<file path="src/hw/rtl/abkf_pkg.sv">
// shared types and constants for the angle/bias kalman filter
package abkf_pkg;
  localparam int FRAC_BITS_DEF = 16;
  localparam int CFG_W = 17;

  localparam logic [1:0] REG_TIME_STEP     = 2'd0;
  localparam logic [1:0] REG_ANGLE_NOISE   = 2'd1;
  localparam logic [1:0] REG_BIAS_NOISE    = 2'd2;
  localparam logic [1:0] REG_MEASURE_NOISE = 2'd3;

  localparam logic [CFG_W-1:0] TIME_STEP_RST     = 17'd1311;
  localparam logic [CFG_W-1:0] ANGLE_NOISE_RST   = 17'd66;
  localparam logic [CFG_W-1:0] BIAS_NOISE_RST    = 17'd197;
  localparam logic [CFG_W-1:0] MEASURE_NOISE_RST = 17'd1966;

  typedef enum logic [1:0] {
    OP_ADD,
    OP_SUB,
    OP_MUL,
    OP_DIV
  } alu_op_t;

  // request to the shared arithmetic unit
  typedef struct packed {
    logic         start;
    alu_op_t      op;
    logic [31:0]  a;
    logic [31:0]  b;
  } alu_req_t;

  typedef struct packed {
    logic         done;
    logic [31:0]  res;
  } alu_rsp_t;

  typedef enum logic [1:0] {
    ST_IDLE,
    ST_ISSUE,
    ST_WAIT,
    ST_OUT
  } state_t;

  function automatic logic [31:0] sat32(input logic signed [65:0] v);
    logic [31:0] r;
    if (v > 66'sd2147483647) r = 32'h7fff_ffff;
    else if (v < -66'sd2147483648) r = 32'h8000_0000;
    else r = v[31:0];
    return r;
  endfunction
endpackage

</file>
<file path="src/hw/rtl/abkf_alu.sv">
// shared saturating add/sub, rounding multiply and bit-serial divide
module abkf_alu #(
  parameter int FRAC_BITS = abkf_pkg::FRAC_BITS_DEF
) (
  input  logic              clk,
  input  logic              rst_n,
  input  abkf_pkg::alu_req_t req,
  output abkf_pkg::alu_rsp_t rsp
);
  localparam int NW = 32 + FRAC_BITS;   // dividend magnitude width
  localparam int CW = $clog2(NW + 1);

  logic              busy_r, busy_nxt;
  logic              done_r, done_nxt;
  logic [31:0]       res_r, res_nxt;
  abkf_pkg::alu_op_t op_r, op_nxt;
  logic signed [63:0] prod_r, prod_nxt;
  logic [NW-1:0]     quo_r, quo_nxt;     // dividend shifts out, quotient in
  logic [32:0]       rem_r, rem_nxt;
  logic [31:0]       den_r, den_nxt;
  logic              neg_r, neg_nxt;
  logic [CW-1:0]     cnt_r, cnt_nxt;

  logic signed [65:0] sum;
  logic signed [65:0] rnd;
  logic [32:0]        trial;
  logic [32:0]        shifted;
  logic signed [65:0] q_signed;
  logic [31:0]        amag;
  logic [31:0]        bmag;

  always_comb begin
    busy_nxt = busy_r;
    done_nxt = 1'b0;
    res_nxt  = res_r;
    op_nxt   = op_r;
    prod_nxt = prod_r;
    quo_nxt  = quo_r;
    rem_nxt  = rem_r;
    den_nxt  = den_r;
    neg_nxt  = neg_r;
    cnt_nxt  = cnt_r;
    sum      = '0;
    rnd      = '0;
    trial    = '0;
    shifted  = '0;
    q_signed = '0;
    amag     = req.a[31] ? (~req.a + 32'd1) : req.a;
    bmag     = req.b[31] ? (~req.b + 32'd1) : req.b;
    if (!busy_r && req.start) begin
      op_nxt = req.op;
      unique case (req.op)
        abkf_pkg::OP_ADD: begin
          sum      = 66'(signed'(req.a)) + 66'(signed'(req.b));
          res_nxt  = abkf_pkg::sat32(sum);
          done_nxt = 1'b1;
        end
        abkf_pkg::OP_SUB: begin
          sum      = 66'(signed'(req.a)) - 66'(signed'(req.b));
          res_nxt  = abkf_pkg::sat32(sum);
          done_nxt = 1'b1;
        end
        abkf_pkg::OP_MUL: begin
          prod_nxt = signed'(req.a) * signed'(req.b);
          busy_nxt = 1'b1;
        end
        abkf_pkg::OP_DIV: begin
          if (req.b == 32'd0) begin
            res_nxt  = '0;
            done_nxt = 1'b1;
          end else begin
            quo_nxt  = {amag, {FRAC_BITS{1'b0}}};
            rem_nxt  = '0;
            den_nxt  = bmag;
            neg_nxt  = req.a[31] ^ req.b[31];
            cnt_nxt  = CW'(NW);
            busy_nxt = 1'b1;
          end
        end
        default: ;
      endcase
    end else if (busy_r) begin
      if (op_r == abkf_pkg::OP_MUL) begin
        // round half up, then arithmetic shift is a floor
        rnd      = (66'(prod_r) + (66'sd1 <<< (FRAC_BITS - 1))) >>> FRAC_BITS;
        res_nxt  = abkf_pkg::sat32(rnd);
        done_nxt = 1'b1;
        busy_nxt = 1'b0;
      end else begin
        // one quotient bit per cycle
        shifted = {rem_r[31:0], quo_r[NW-1]};
        trial   = shifted - {1'b0, den_r};
        if (!trial[32]) begin
          rem_nxt = trial;
          quo_nxt = {quo_r[NW-2:0], 1'b1};
        end else begin
          rem_nxt = shifted;
          quo_nxt = {quo_r[NW-2:0], 1'b0};
        end
        cnt_nxt = cnt_r - CW'(1);
        if (cnt_r == CW'(1)) begin
          q_signed = neg_r ? -66'(signed'({1'b0, quo_nxt}))
                           : 66'(signed'({1'b0, quo_nxt}));
          res_nxt  = abkf_pkg::sat32(q_signed);
          done_nxt = 1'b1;
          busy_nxt = 1'b0;
        end
      end
    end
  end

  always_ff @(posedge clk) begin
    if (!rst_n) begin
      busy_r <= 1'b0;
      done_r <= 1'b0;
      cnt_r  <= '0;
    end else begin
      busy_r <= busy_nxt;
      done_r <= done_nxt;
      cnt_r  <= cnt_nxt;
    end
    res_r  <= res_nxt;
    op_r   <= op_nxt;
    prod_r <= prod_nxt;
    quo_r  <= quo_nxt;
    rem_r  <= rem_nxt;
    den_r  <= den_nxt;
    neg_r  <= neg_nxt;
  end

  assign rsp.done = done_r;
  assign rsp.res  = res_r;
endmodule

</file>
<file path="src/hw/rtl/angle_bias_kalman_filter_core.sv">
// top level: sequencer driving the shared arithmetic unit through one filter step
// each filter step runs 29 ops through the unit, each issued and then awaited:
//   add/sub (17 of them), multiply (10) or 48-step divide (2)
// in_stall is high from accept until the result is taken, so a new item is
//   accepted only after the previous result has been taken
// reset: synchronous active-low; estimates and covariance clear, registers
//   take their defaults
module angle_bias_kalman_filter_core #(
  parameter int FRAC_BITS = abkf_pkg::FRAC_BITS_DEF
) (
  input  logic        clk,
  input  logic        rst_n,
  input  logic        in_valid,
  output logic        in_stall,
  input  logic [31:0] in_measured_angle,
  input  logic [31:0] in_measured_rate,
  output logic        out_valid,
  input  logic        out_stall,
  output logic [31:0] out_angle_estimate,
  output logic [31:0] out_bias_estimate,
  input  logic        cfg_valid,
  output logic        cfg_ready,
  input  logic [1:0]  cfg_index,
  input  logic [abkf_pkg::CFG_W-1:0] cfg_data
);
  localparam int NSTEP = 29;
  localparam int SW = $clog2(NSTEP);

  // working registers
  typedef enum logic [3:0] {
    R_MA, R_MR, R_ANG, R_BIAS, R_P00, R_P01, R_P10, R_P11,
    R_T0, R_T1, R_DP, R_Y, R_S, R_K0, R_K1, R_RES
  } reg_id_t;

  logic [31:0] rf_r [16];
  logic [abkf_pkg::CFG_W-1:0] dt_r, qa_r, qb_r, rn_r;
  abkf_pkg::state_t state_r, state_nxt;
  logic [SW-1:0] step_r, step_nxt;
  abkf_pkg::alu_req_t req;
  abkf_pkg::alu_rsp_t rsp;

  // micro-program entry: op, source a, source b, destination
  // use_ca/use_cb replace a source with a config register chosen by the step
  abkf_pkg::alu_op_t m_op;
  reg_id_t m_a, m_b, m_d;
  logic [31:0] cfg_a, cfg_b;
  logic use_ca, use_cb;

  always_comb begin
    m_op = abkf_pkg::OP_ADD; m_a = R_MA; m_b = R_MA; m_d = R_RES;
    use_ca = 1'b0; use_cb = 1'b0;
    cfg_a = {15'd0, dt_r}; cfg_b = {15'd0, dt_r};
    unique case (step_r)
      5'd0:  begin m_op = abkf_pkg::OP_SUB; m_a = R_MR;  m_b = R_BIAS; m_d = R_T0; end
      5'd1:  begin m_op = abkf_pkg::OP_MUL; m_a = R_T0;  use_cb = 1'b1; m_d = R_T0; end
      5'd2:  begin m_op = abkf_pkg::OP_ADD; m_a = R_ANG; m_b = R_T0;   m_d = R_ANG; end
      5'd3:  begin m_op = abkf_pkg::OP_MUL; use_ca = 1'b1; m_b = R_P11; m_d = R_DP; end
      5'd4:  begin m_op = abkf_pkg::OP_SUB; m_a = R_DP;  m_b = R_P01;  m_d = R_T0; end
      5'd5:  begin m_op = abkf_pkg::OP_SUB; m_a = R_T0;  m_b = R_P10;  m_d = R_T0; end
      5'd6:  begin m_op = abkf_pkg::OP_ADD; m_a = R_T0;  use_cb = 1'b1;
                   cfg_b = {15'd0, qa_r}; m_d = R_T0; end
      5'd7:  begin m_op = abkf_pkg::OP_MUL; use_ca = 1'b1; m_b = R_T0; m_d = R_T0; end
      5'd8:  begin m_op = abkf_pkg::OP_ADD; m_a = R_P00; m_b = R_T0;   m_d = R_P00; end
      5'd9:  begin m_op = abkf_pkg::OP_SUB; m_a = R_P01; m_b = R_DP;   m_d = R_P01; end
      5'd10: begin m_op = abkf_pkg::OP_SUB; m_a = R_P10; m_b = R_DP;   m_d = R_P10; end
      5'd11: begin m_op = abkf_pkg::OP_MUL; use_ca = 1'b1; cfg_a = {15'd0, qb_r};
                   use_cb = 1'b1; m_d = R_T0; end
      5'd12: begin m_op = abkf_pkg::OP_ADD; m_a = R_P11; m_b = R_T0;   m_d = R_P11; end
      5'd13: begin m_op = abkf_pkg::OP_SUB; m_a = R_MA;  m_b = R_ANG;  m_d = R_Y; end
      5'd14: begin m_op = abkf_pkg::OP_ADD; m_a = R_P00; use_cb = 1'b1;
                   cfg_b = {15'd0, rn_r}; m_d = R_S; end
      5'd15: begin m_op = abkf_pkg::OP_DIV; m_a = R_P00; m_b = R_S;    m_d = R_K0; end
      5'd16: begin m_op = abkf_pkg::OP_DIV; m_a = R_P10; m_b = R_S;    m_d = R_K1; end
      5'd17: begin m_op = abkf_pkg::OP_MUL; m_a = R_K0;  m_b = R_Y;    m_d = R_T0; end
      5'd18: begin m_op = abkf_pkg::OP_ADD; m_a = R_ANG; m_b = R_T0;   m_d = R_ANG; end
      5'd19: begin m_op = abkf_pkg::OP_MUL; m_a = R_K1;  m_b = R_Y;    m_d = R_T0; end
      5'd20: begin m_op = abkf_pkg::OP_ADD; m_a = R_BIAS; m_b = R_T0;  m_d = R_BIAS; end
      // products from old p00/p01 first, then the subtracts
      5'd21: begin m_op = abkf_pkg::OP_MUL; m_a = R_K0;  m_b = R_P00;  m_d = R_T0; end
      5'd22: begin m_op = abkf_pkg::OP_MUL; m_a = R_K0;  m_b = R_P01;  m_d = R_T1; end
      5'd23: begin m_op = abkf_pkg::OP_MUL; m_a = R_K1;  m_b = R_P00;  m_d = R_DP; end
      5'd24: begin m_op = abkf_pkg::OP_MUL; m_a = R_K1;  m_b = R_P01;  m_d = R_Y; end
      5'd25: begin m_op = abkf_pkg::OP_SUB; m_a = R_P00; m_b = R_T0;   m_d = R_P00; end
      5'd26: begin m_op = abkf_pkg::OP_SUB; m_a = R_P01; m_b = R_T1;   m_d = R_P01; end
      5'd27: begin m_op = abkf_pkg::OP_SUB; m_a = R_P10; m_b = R_DP;   m_d = R_P10; end
      5'd28: begin m_op = abkf_pkg::OP_SUB; m_a = R_P11; m_b = R_Y;    m_d = R_P11; end
      default: ;
    endcase
  end

  always_comb begin
    state_nxt = state_r;
    step_nxt  = step_r;
    unique case (state_r)
      abkf_pkg::ST_IDLE: if (in_valid) begin
        state_nxt = abkf_pkg::ST_ISSUE;
        step_nxt  = '0;
      end
      abkf_pkg::ST_ISSUE: state_nxt = abkf_pkg::ST_WAIT;
      abkf_pkg::ST_WAIT: if (rsp.done) begin
        if (step_r == SW'(NSTEP - 1)) state_nxt = abkf_pkg::ST_OUT;
        else begin
          state_nxt = abkf_pkg::ST_ISSUE;
          step_nxt  = step_r + SW'(1);
        end
      end
      abkf_pkg::ST_OUT: if (!out_stall) state_nxt = abkf_pkg::ST_IDLE;
      default: state_nxt = abkf_pkg::ST_IDLE;
    endcase
  end

  always_comb begin
    req.start = (state_r == abkf_pkg::ST_ISSUE);
    req.op    = m_op;
    req.a     = use_ca ? cfg_a : rf_r[m_a];
    req.b     = use_cb ? cfg_b : rf_r[m_b];
    in_stall  = (state_r != abkf_pkg::ST_IDLE);
    out_valid = (state_r == abkf_pkg::ST_OUT);
    cfg_ready = (state_r == abkf_pkg::ST_IDLE);
  end

  abkf_alu #(.FRAC_BITS(FRAC_BITS)) u_alu (
    .clk   (clk),
    .rst_n (rst_n),
    .req   (req),
    .rsp   (rsp)
  );

  always_ff @(posedge clk) begin
    if (!rst_n) begin
      state_r <= abkf_pkg::ST_IDLE;
      step_r  <= '0;
      dt_r    <= abkf_pkg::TIME_STEP_RST;
      qa_r    <= abkf_pkg::ANGLE_NOISE_RST;
      qb_r    <= abkf_pkg::BIAS_NOISE_RST;
      rn_r    <= abkf_pkg::MEASURE_NOISE_RST;
      rf_r[R_ANG]  <= '0;
      rf_r[R_BIAS] <= '0;
      rf_r[R_P00]  <= '0;
      rf_r[R_P01]  <= '0;
      rf_r[R_P10]  <= '0;
      rf_r[R_P11]  <= '0;
    end else begin
      state_r <= state_nxt;
      step_r  <= step_nxt;
      if (cfg_valid && cfg_ready) begin
        unique case (cfg_index)
          abkf_pkg::REG_TIME_STEP:     dt_r <= cfg_data;
          abkf_pkg::REG_ANGLE_NOISE:   qa_r <= cfg_data;
          abkf_pkg::REG_BIAS_NOISE:    qb_r <= cfg_data;
          abkf_pkg::REG_MEASURE_NOISE: rn_r <= cfg_data;
          default: ;
        endcase
      end
      if (state_r == abkf_pkg::ST_IDLE && in_valid) begin
        rf_r[R_MA] <= in_measured_angle;
        rf_r[R_MR] <= in_measured_rate;
      end
      if (state_r == abkf_pkg::ST_WAIT && rsp.done) rf_r[m_d] <= rsp.res;
    end
  end

  assign out_angle_estimate = rf_r[R_ANG];
  assign out_bias_estimate  = rf_r[R_BIAS];

  a_out_hold: assert property (@(posedge clk) disable iff (!rst_n)
    out_valid && out_stall |=> out_valid && $stable(out_angle_estimate))
    else $error("result changed while held");
  a_no_cfg_busy: assert property (@(posedge clk) disable iff (!rst_n)
    state_r != abkf_pkg::ST_IDLE |-> !cfg_ready)
    else $error("config open while busy");
  a_start_idle: assert property (@(posedge clk) disable iff (!rst_n)
    req.start |=> !req.start)
    else $error("alu issued twice in a row");
endmodule
</file>
<file path="config.mk">
export PLATFORM = sky130hd
export DESIGN_NAME = angle_bias_kalman_filter_core
export DESIGN_NICKNAME = d
export VERILOG_FILES = /design/src/hw/rtl/abkf_pkg.sv /design/src/hw/rtl/abkf_alu.sv /design/src/hw/rtl/angle_bias_kalman_filter_core.sv
export SDC_FILE = /design/constraint.sdc
export NUM_CORES = 2
export LEC_CHECK = 0
export BUFFER_PORTS_ARGS = -buffer_cell sky130_fd_sc_hd__buf_4
export CORE_ASPECT_RATIO = 1.75
export CORE_MARGIN = 10
export CORE_UTILIZATION = 59
export DETAILED_ROUTE_END_ITERATION = 6
export GPL_TIMING_DRIVEN = 0
export HOLD_SLACK_MARGIN = 0.1
export PLACE_DENSITY = 0.89
export SLEW_MARGIN = 20
export SYNTH_ARGS = -nofsm -noshare
export SYNTH_HDL_FRONTEND = slang
export SYNTH_HIERARCHICAL = 1
export SYNTH_SLANG_ARGS = --single-unit
export TNS_END_PERCENT = 1
</file>
<file path="constraint.sdc">
create_clock -name clk -period 11.2 [get_ports clk]
set_input_delay 0.56 -clock clk [delete_from_list [all_inputs] [get_ports clk]]
set_output_delay 0.56 -clock clk [all_outputs]
set_load 0.05 [all_outputs]
</file>
# Word level (Yosys, flattened, before mapping)
# Memories as Yosys holds them, arrays and structs flattened.
# Index checks and enable logic that the tools add are counted.
# Widths: inputs -> output; s select.
dict set report op_classes {
  add_sub_neg 9
  multipliers 1
  div_mod_pow 0
  magnitude_cmp 8
  eq_ne 50
  shifts 0
  muxes 84
  bitwise_logic 4
  reduce_logical 52
}
# cell n
set ops {}
lappend ops {{$mux 32} 25}
lappend ops {{$mux 48} 8}
lappend ops {{$gt 66x32->1 const B} 3}
lappend ops {{$lt 66x32->1 const B} 3}
lappend ops {{$pmux 32 s3} 1}
lappend ops {{$reduce_or 32->1} 3}
lappend ops {{$pmux 4 s11} 2}
lappend ops {{$mux 66} 1}
lappend ops {{$neg 48->66} 1}
lappend ops {{$add 64x17->65 const B} 1}
lappend ops {{$eq 5x5->1 const B} 13}
lappend ops {{$add 32x1->32 const B} 2}
lappend ops {{$mul 32x32->64} 1}
lappend ops {{$not 32->32} 2}
lappend ops {{$pmux 4 s13} 1}
lappend ops {{$gt 49x32->1 const B} 1}
lappend ops {{$lt 49x32->1 const B} 1}
lappend ops {{$eq 5x4->1 const B} 8}
lappend ops {{$pmux 17 s2} 1}
lappend ops {{$add 32x32->33} 1}
lappend ops {{$sub 32x32->33} 1}
lappend ops {{$sub 33x32->33} 1}
lappend ops {{$logic_not 32->1} 1}
lappend ops {{$mux 31} 1}
lappend ops {{38 further kinds} 125}
dict set report word_totals {
  ff_bits 294
  latchBits 0
  ramBits 512
  rom_bits 0
  input_bits 88
  output_inout_bits 67
  word_cells 226
  mem_count 1
}
# memory depth width rd rd_ports_with_merged_regs wr line
set mem_list {}
lappend mem_list {rf_r 16 32 4 0 6 angle_bias_kalman_filter_core.sv:35} ;# logic [31:0] rf_r [16];

# Logic depth before layout (Yosys ltp)
dict set report logic_depth {
  word_depth 14
  depth_mapped 47
  depth_no_buf 40
}

# Modules after synthesis
# Netlist, hierarchy kept.
# module instances cells_each area_each_um2 seq_area_each_um2
set by_module_without_submodules {}
lappend by_module_without_submodules {abkf_alu 1 5881 52836.9 6045.8}
lappend by_module_without_submodules {angle_bias_kalman_filter_core 1 2898 31282.5 16876.2}

# Least setup slack after synthesis
# Ideal clock, no wire load.
dict set report synth_timing {
  path_kind {register to register}
  from {register step_r[3]}
  to {register u_alu.prod_r[63], data pin}
  setup_time_ns 0.266
  arrival_ns 11.336
  path_slack_ns -0.401
  stages_incl_launch_ff 47
  path_buffers 10
  cell_sequence {dfxtp_1 > buf_4 > buf_6 > buf_2 > buf_2 > buf_2 > and3_1 > ha_1 > inv_1 > o311ai_1 > or3_1 > buf_2 > buf_2 > clkbuf_1 > nand3_1 > nand2_1 > o221ai_1 > inv_1 > [... 11 more ...] > fa_1 > fa_1 > fa_1 > inv_1 > fa_1 > inv_1 > ha_1 > a21o_1 > a21o_1 > nand3_1 > o31ai_1 > o311ai_0 > a21boi_0 > o211ai_1 > a21oi_1 > o221a_2 > o41ai_1 > xnor2_1}
}
# element line
set synth_lines {}
lappend synth_lines {{start: declaration} angle_bias_kalman_filter_core.sv:38} ;# logic [SW-1:0] step_r, step_nxt;
lappend synth_lines {{start signal: assignment} angle_bias_kalman_filter_core.sv:145} ;# step_r <= step_nxt;
lappend synth_lines {{end signal: assignment} abkf_alu.sv:124} ;# prod_r <= prod_nxt;
lappend synth_lines {{end: declaration} abkf_alu.sv:17} ;# logic signed [63:0] prod_r, prod_nxt;

==> flow_metrics.tcl <==
set metrics [dict create \
    initial_core_util_pct 59.26 \
    min_delay_path_depth 3 \
    drive_gt1_share_pct 15.12 \
    slowest_delay_ps 1190 \
    syn_nets 10240 \
    hp-class "in2reg" \
    grt_overflow 0 \
    viasPerCell 6.998 \
    clock_sinks 791 \
    violations "design-rule violations, max-capacitance violations, negative setup slack" \
    ys.flop_type "edfxtp_1" \
    maxSlewHeadroom_pct 0.3449 \
    synth_area_um2 84120 \
    layout.cells.most_common_list "inv_1, nand2_1, fa_1" \
    synth.area.top_cells "fa_1, edfxtp_1, inv_1" \
    die_w_um 305.4 \
    antenna_found_initial 79 \
    die_area_um2 158700 \
    synth.top_cell.area_share_pct 25.80 \
    synth_largest_area_cell "fa_1" \
    num_io_pins 155 \
    final_common_cell "inv_1" \
    worst_slew_pin_slew_ps 1488 \
    finalCriticalPeriod_ps 12750 \
    synth-warning-count 6 \
    hpwl_mm 291.8 \
    clockBufferDepth 3 \
    maxCapViolCount 2 \
    synth_cell_types 113 \
    worstPathRequired_ps 11720 \
    drtAntennaViolNets 0 \
    nets 10740 \
    cts_root_buf "clkbuf_16" \
    path_class "reg2reg" \
    outcome "finished with violations" \
    r2r_cells 42 \
    drv_slew 0 \
    grt_pass1_wl_mm 589.7 \
    portBuffers 88 \
    drcViolationCount 277 \
    multiInputGateArea_um2 56160 \
    max_freq_mhz 78.41 \
    core_um2 142000 \
    die_y_um 519.5 \
    cts_tree "built" \
    initialDrtViolationCount 11570 \
    regArea_um2 22930 \
    postLayoutSetupSlackWorst_ps -1554 \
    dr.pass1.iters 7 \
    syn_area_per_cell_um2 9.582 \
    fin_worst_skew_ps 61.46 \
    insertion_delay_ps 810 \
    syn2layout_area_growth_pct 16.92 \
    seq_area_frac_synth_pct 27.25 \
    vias 79010 \
    placed_area_um2 87990 \
    grt_usage_pct 51.68 \
    gp_congestion 1.172 \
    synth_edf_count 708 \
    cp.arrival_ps 13280 \
    critPathMaxFanout 10 \
    cts_htree_levels 3 \
    fin_crit_sh_pct 113.9 \
    postSynthCellCount 8779 \
    final.fill_count 10140 \
    hold_viol 0 \
    synth-seq-cells 791 \
    avgRoutedWirePerCell_um 35.98 \
    finalSetupViolCount 43 \
    design_area_um2 98360 \
    num_rows 183 \
    grt_max_degree 44 \
    grt_setup_unrepaired "true" \
    grt_pass1_vias 82480 \
    cts-buffers-inserted 80 \
    clk_pin_slew_ps 70 \
    critical_path.slowest_cell "a211oi_2" \
    synthArstFlopShare_pct 0 \
    routed_wl_mm 406.2 \
    start_kind "register" \
    crit_path_end_kind "register" \
]
## critical path: cells and delay by family, from the launching register on
kind | cells | cell delay [ps]
DFF | 1 | 380
AOI/OAI and AO/OA | 16 | 5180
and+or+nand+nor | 2 | 240
adders and majority gates | 10 | 4570
xor gates and xnor gates | 1 | 120
buffers and inverters | 13 | 1910
## through the flow
stage / util [%] / cells / setup TNS [ps] / hold WS (ps) / worst slack, ps
after detailed placement: 61.98 / 10760 / -192110 / 457.9 / -5114
after global routing: 69.17 / 11230 / -35280 / 80.79 / -1453
after floorplan: - / 8779 / 0 / 439.8 / 12.17
final: 69.28 / 11290 / -40790 / 92.37 / -1554
after CTS: 68.14 / 11130 / -1508 / 108.2 / -197.0
after global placement: 61.37 / 10720 / -279130 / 449.9 / -6715
## state kept, by name, indices dropped and copies added, names as in the netlist
register / cells
step_r: 5
dt_r: 17
u_alu/den_r: 32
u_alu/cnt_r: 6
u_alu/res_r: 32
qa_r: 17
u_alu/prod_r: 49
u_alu/quo_r: 48
u_alu/neg_r: 1
rn_r: 17
u_alu/done_r: 1
u_alu/busy_r: 1
u_alu/op_r: 2
state_r: 2
rf_r: 512
u_alu/rem_r: 32
qb_r: 17
## cell type report
class,instances,share of cell area (%)
inverter,1289,5.002
antenna,95,0.2417
timing repair buffer,429,4.188
sequential,791,23.31
clock buffer,96,2.225
tap,1850,2.353
clock inverter,50,0.6424
buffer,604,4.938
multi-input combinational,6087,57.10
## path summary, 6_finish.rpt
| check | startpoint | endpoint | slack, ps |
|---|---|---|---|
| worst max-delay path | step_r[0]$_SDFFE_PN0P_ | u_alu/prod_r[63]$_DFFE_PP_ | -1550 |
| worst min register to register | qb_r[4]$_SDFFE_PN0P_ | qb_r[4]$_SDFFE_PN0P_ | 470 |
| worst max register to register | step_r[0]$_SDFFE_PN0P_ | u_alu/prod_r[63]$_DFFE_PP_ | -1550 |
| worst min-delay path | cfg_data[14] | rn_r[14]$_SDFFE_PN0P_ | 90 |
## cell usage after synthesis, drive strengths merged, types with 13 or more instances
cell type	count
ha	289
or4	23
a211o	19
a221o	24
nor2	299
a211oi	48
o21bai	15
edfxtp	708
a221oi	26
a311oi	19
nor3	93
o2111ai	42
or2	13
nand3	328
nand2	1226
o221ai	19
o22ai	63
mux2i	307
nor4	33
clkbuf	462
and2	655
inv	1285
xor2	87
a21boi	63
a31oi	43
fa	1084
a2111oi	13
buf	149
nand2b	45
or3	31
a21o	54
dfxtp	83
o31ai	55
o21ai	291
o21a	37
o221a	17
mux2	82
nor2b	27
o22a	17
nand4	42
a32oi	28
o211ai	26
and3	58
xnor2	140
a21oi	198
## repair_timing
item	4_1_cts	5_1_grt
resized for setup	1001	193
setup endpoints to repair	80	41
hold endpoints to repair	78	12
setup buffers	154	54
hold buffers	72	6
cloned	2	1
pin swaps	138	117
## metal layers
layer,vias up,global-route usage (%),routed length (um)
li1,29890,-,-
met1,37580,47.59,111400
met2,7737,78.47,180200
met3,3785,25.98,53120
met4,24,56.06,60880
met5,-,2.686,645
## cells by family after synthesis
family | after synthesis | share of synthesized area (%)
DFF | 791 | 27.25
adders and majority gates | 1373 | 30.10
buffers and inverters | 1901 | 8.966
xor gates and xnor gates | 227 | 2.363
and+or+nand+nor | 2912 | 16.85
AOI/OAI and AO/OA | 1186 | 9.728
muxes | 389 | 4.751
Power is not shown: default switching activity piles up to over one toggle a cycle in this logic, so the estimate is an artifact.
